[src/pbe_pkg.sv]
package pbe_pkg;

  localparam int PosW   = 32;
  localparam int LifeW  = 17;
  localparam int OriW   = 16;
  localparam int AxisW  = 48;
  localparam int SizeW  = 16;
  localparam int ColW   = 32;
  localparam int CfgIdxW = 3;
  localparam int QueueDepthDef = 2;
  localparam logic [LifeW-1:0] LifeOne = 17'd65536;

  localparam logic [CfgIdxW-1:0] CfgRight      = 3'd0;
  localparam logic [CfgIdxW-1:0] CfgUp         = 3'd1;
  localparam logic [CfgIdxW-1:0] CfgSizeStart  = 3'd2;
  localparam logic [CfgIdxW-1:0] CfgSizeEnd    = 3'd3;
  localparam logic [CfgIdxW-1:0] CfgColorStart = 3'd4;
  localparam logic [CfgIdxW-1:0] CfgColorEnd   = 3'd5;

  // one particle after the front end: centre, size-scaled push vectors, colour
  typedef struct packed {
    logic signed [PosW-1:0] pos_x;
    logic signed [PosW-1:0] pos_y;
    logic signed [PosW-1:0] pos_z;
    logic signed [PosW+8:0] p_x;
    logic signed [PosW+8:0] p_y;
    logic signed [PosW+8:0] p_z;
    logic signed [PosW+8:0] q_x;
    logic signed [PosW+8:0] q_y;
    logic signed [PosW+8:0] q_z;
    logic [ColW-1:0]        color;
  } quad_t;

  // lerp between value at life zero and value at life one, 16-bit fraction
  function automatic logic [15:0] lerp16(input logic [15:0] a0, input logic [15:0] a1,
                                         input logic [LifeW-1:0] l);
    logic [33:0] acc;
    acc = 34'(a0) * 34'(LifeOne - l) + 34'(a1) * 34'(l) + 34'd32768;
    return acc[31:16];
  endfunction

  function automatic logic signed [PosW-1:0] sat32(input logic signed [PosW+10:0] v);
    if (v > 43'sd2147483647) return 32'sh7fffffff;
    else if (v < -43'sd2147483648) return 32'sh80000000;
    else return v[PosW-1:0];
  endfunction

endpackage

[src/pbe_queue.sv]
module pbe_queue import pbe_pkg::*; #(
  parameter int Depth = QueueDepthDef
) (
  input  logic  clk,
  input  logic  rst_n,
  input  logic  wr_valid,
  output logic  wr_stall,
  input  quad_t wr_data,
  output logic  rd_valid,
  input  logic  rd_take,
  output quad_t rd_data
);

  localparam int PtrW = (Depth > 1) ? $clog2(Depth) : 1;

  quad_t           mem_r [Depth];
  logic [PtrW-1:0] wp_r, rp_r, wp_nxt, rp_nxt;
  logic [PtrW:0]   cnt_r, cnt_nxt;
  logic            push, pop;

  assign wr_stall = (cnt_r == (PtrW+1)'(Depth));
  assign rd_valid = (cnt_r != '0);
  assign rd_data  = mem_r[rp_r];
  assign push = wr_valid && !wr_stall;
  assign pop  = rd_valid && rd_take;

  always_comb begin
    wp_nxt = wp_r;
    rp_nxt = rp_r;
    if (push) wp_nxt = (wp_r == PtrW'(Depth-1)) ? '0 : wp_r + 1'b1;
    if (pop)  rp_nxt = (rp_r == PtrW'(Depth-1)) ? '0 : rp_r + 1'b1;
    cnt_nxt = cnt_r + (PtrW+1)'(push) - (PtrW+1)'(pop);
  end

  always_ff @(posedge clk) begin
    if (!rst_n) begin
      wp_r  <= '0;
      rp_r  <= '0;
      cnt_r <= '0;
    end else begin
      wp_r  <= wp_nxt;
      rp_r  <= rp_nxt;
      cnt_r <= cnt_nxt;
    end
  end

  always_ff @(posedge clk) begin
    if (push) mem_r[wp_r] <= wr_data;
  end

endmodule

[config.mk]
export PLATFORM = sky130hd
export DESIGN_NAME = pbe_queue
export DESIGN_NICKNAME = d
export VERILOG_FILES = /design/src/pbe_pkg.sv /design/src/pbe_queue.sv
export SDC_FILE = /design/constraint.sdc
export NUM_CORES = 1
export LEC_CHECK = 0
export ABC_AREA = 0
export ABC_CLOCK_PERIOD_IN_PS = 20100
export BUFFER_PORTS_ARGS = -buffer_cell sky130_fd_sc_hd__buf_2
export CELL_PAD_IN_SITES_DETAIL_PLACEMENT = 0
export CELL_PAD_IN_SITES_GLOBAL_PLACEMENT = 2
export CORE_AREA = 2 2 296 298
export DETAILED_ROUTE_END_ITERATION = 7
export DIE_AREA = 0 0 298 300
export PLACE_DENSITY = 0.71
export SYNTH_ARGS = -nofsm -noshare
export SYNTH_HDL_FRONTEND = slang
export SYNTH_SLANG_ARGS = --single-unit
[constraint.sdc]
create_clock -name clk -period 20.1 [get_ports clk]
set_input_delay 4.02 -clock clk [delete_from_list [all_inputs] [get_ports clk]]
set_output_delay 4.02 -clock clk [all_outputs]
set_load 0.01 [all_outputs]
; Word-level counts from Yosys, hierarchy flattened
; Memories as Yosys holds them, arrays and structs flattened. A register that Yosys moved wholly into a read port is not among the register bits.
; Index checks and enable logic that the tools add are counted.
[classes]
addsub = 4
n_eq_ne = 1
mux = 6
reduce_logical = 4
[op_table]
columns = op, count
row1 = two-way mux 1 bit, 6
row2 = "adder 1 bit, second input constant", 2
row3 = adder 2 x 1 -> 2 bit, 1
row4 = "equality test 2 bit, second input constant", 1
row5 = logical AND 1 bit, 2
row6 = nonzero test 2 bit, 1
row7 = subtractor 2 x 1 -> 2 bit, 1
row8 = zero test 1 bit, 1
[totals]
ff_bits = 4
ramBits = 748
out_inout_bits = 376
word_cells = 19
memories = 1
[mem_list]
columns = name, words, word_bits, read_ports, rd_ports_with_merged_regs, write_ports, line_no
row1 = mem_r, 2, 374, 1, 1, 1, pbe_queue.sv:16  ; quad_t mem_r [Depth];

; Longest topological paths before layout
[logic_depth]
depth_word = 5
mapped_depth = 8
depth_no_buf = 8

; Least setup slack after synthesis
; OpenSTA, ideal clock, no wires.
[synth_path]
path_kind = input to register
from = input port wr_valid
to = memory mem_r[0][0] (netlist name), enable pin
t_arrival_ns = 19.590
required_time_ns = 18.982
slack_ns = -0.608
cell_stages = 2
path_buffers = 0
path_cell_list = nand2_1 -> nor2_1
[synth_between]
elab_chain_len = 3
[synth_rtl]
columns = item, line_no
row1 = start: declaration, pbe_queue.sv:6  ; input logic wr_valid,
row2 = logical AND 1 bit, pbe_queue.sv:24  ; assign push = wr_valid && !wr_stall;
row3 = two-way mux 1 bit, pbe_queue.sv:48  ; if (push) mem_r[wp_r] <= wr_data;
row4 = two-way mux 1 bit (implied by the code), pbe_queue.sv:48
row5 = end: declaration, pbe_queue.sv:16
; No other way between the ends.

==> flow_summary.ini <==
[outcome]
status = completed

[drt]
dr.first_iter.drc_count = 675
wl_um = 67900
dr.pass1.iters = 4
post_drt_wl_per_cell_um = 21.0
drc = 0
ant_nets = 0
vias = 14100
via_per_inst = 4.36

[global_routing]
grt_pass1_wl_um = 96700
antenna_found_initial = 27
overflow = 0
grt_start_max_net_pins = 162
grt_pass1_vias = 14900
track_usage_pct = 14.5

[setup_path]
cp_common_cell = buf_4
worstSetupStartpointType = flip-flop
cp.required_ps = 16080
critPathMaxStageDelay_ps = 1080
worstPathMaxFanout = 58
worstSetupEndpointType = output port
cp_slowest_cell = dfxtp_4
path_class = reg2out
cp_data_arrival_time_ps = 4860
cp_cell_sequence = buf_4 -> buf_4 -> buf_4 -> mux2_4 -> buf_2

[floorplanning]
die_y_um = 300
start_util_pct = 33.7
die_w_um = 298
fp.coreArea_um2 = 86200
fp-row-count = 108
die_area_um2 = 89400
io_pins = 754

[power]
power.switching_mw = 1.38
p_leak_nw = 14.0
seqPwrFrac_pct = 43.0
p_sw_share_pct = 28.0
clkPwrFrac_pct = 29.2
pwr-share-comb_pct = 27.8
power_mw = 4.91
p_int_mw = 3.53
peakVddDrop_v = 0.0000834
power.density_nw_per_um2 = 135

[clock_network]
cts_setup_buffers = 0
hold_buffers = 0
cts_tree = done
path_clk_slew_ps = 60
cts-resized-gates = 0
cts_made_buffers = 82
cts-root-buf = clkbuf_16
clock_latency_ps = 610
htree_levels = 3
numClockSinks = 753
ctsLongestPathBuffers = 3

[place]
dp_hpwl_um = 47800
dp.cells = 3071
place_congestion = 0.800
placement.io_buffers = 753

[worst_hold_path]
hold_class = reg2reg

[sta]
fmax_mhz = 113
worstMarginPinSlew_ps = 1130
final-setup-viol-count = 0
min_period_ps = 8880
finClkSkew_ps = 17.8
hold_viol = 0
relSlewSlack_pct = 24.8
rsz0062_at_grt = false
slew_violations = 0
fin_crit_sh_pct = 44.2
finalSetupTns_ps = 0

[logic_synthesis]
synth-seq-cells = 753
synth_area_per_cell_um2 = 24.4
synth_cell_types = 20
syn_area_um2 = 29000
synth_flop_cell = edfxtp_1
yosysWarnings = 0
ys_seq_area_share_pct = 77.8
synth_edf_count = 748
synth_cells = 1191
async_flop_share_pct = 0
syn_nets = 1571

[layout]
regArea_um2 = 22600
num-nets-final = 2380
layout_commonest_cell = buf_2
area_growth_pct = 24.9
drive_above_1_share_pct = 60.9
fillers = 7839
fin_cells = 3232
multiInputGateArea_um2 = 5700
final_cell_mix = buf_2, edfxtp_1, mux2_4

[job]
drv_cap = 0
[cells by family (layout without fill, tap and decap cells)]
kind of cell / after synthesis / count (layout) / synth area share [%]
DFF: 753 / 753 / 77.8
muxes: 375 / 375 / 19.2
buffers and inverters: 45 / 911 / 2.64
and+or+nand+nor: 13 / 13 / 0.224
adders and majority gates: 2 / 2 / 0.0862
xor gates and xnor gates: 2 / 2 / 0.0604
AOI/OAI and AO/OA: 1 / 1 / 0.0259
other: 0 / 20 / 0
[final timing paths]
check                           slack (ps)  cells after the start            end       from
worst max register to register       15900                      5  mem_r[1][133]   cnt_r[0]
worst min-delay path                   520                      2      flip-flop       rp_r
worst min register to register         520                      2      flip-flop       rp_r
worst max-delay path                 11220                      5    rd_data[97]  flip-flop
[metal layers]
metal,wire [um],global-route usage (%),share of wire [%],vias up
met2,35900,25.9,53,497
met5,99,0,0.15,-
met3,6000,6.00,8.8,132
li1,-,-,-,6408
met1,23700,14.9,35,7034
met4,2260,6.37,3.3,14
[critical path, delay by kind of cell (launching register included)]
kind / cells / cell delay (ps)
flip-flops: 1 / 1080
multiplexers: 1 / 350
buffers and inverters: 4 / 2640
[cell usage after synthesis (2+ instances only)]
cell	count	area, um2
edfxtp_1	748	22500
and2_1	2	12.5
mux2_2	14	158
ha_1	2	25.0
mux2_4	360	5410
nand2_1	2	7.51
nand2b_1	2	12.5
dfxtp_1	5	100
inv_1	3	11.3
buf_6	8	90.1
nor2_1	4	15.0
buf_12	33	661
[state kept, by name, summed over array words and instances (netlist names), named ones only]
| name | count |
|---|---|
| cnt_r | 2 |
| mem_r | 748 |
| wp_r | 1 |
| rp_r | 1 |
[cell type report]
cell class,instances,area share [%]
well taps,1155,3.99
inverters,3,0.0311
diodes,20,0.138
clock inverters,41,1.23
flip-flops and latches,753,62.3
multi-input cells,393,15.7
clock buffers,100,5.85
repair buffers,767,10.8
[per-stage QoR]
| stage | area (um2) | worst slack (ps) | util, % | hold WS [ps] |
|---|---|---|---|---|
| floorplan | 29000 | 5740 | - | 466 |
| global placement | 33600 | 11800 | 39.0 | 498 |
| detailed placement | 33600 | 11770 | 39.0 | 508 |
| CTS | 36200 | 11080 | 42.0 | 523 |
| global route | 36200 | 10890 | 42.0 | 557 |
| finish | 36200 | 11220 | 42.0 | 516 |
[power by group through the flow]
| stage | combinational, mW | clock (mW) | sequential (mW) |
|---|---|---|---|
| after floorplan | 1.00 | 0 | 2.20 |
| after global placement | 1.39 | 0 | 2.14 |
| after detailed placement | 1.39 | 0 | 2.15 |
| after CTS | 1.40 | 1.48 | 2.11 |
| after global routing | 1.45 | 1.54 | 2.13 |
| final | 1.36 | 1.43 | 2.11 |
No activity file was read; power rests on OpenSTA's default activity.
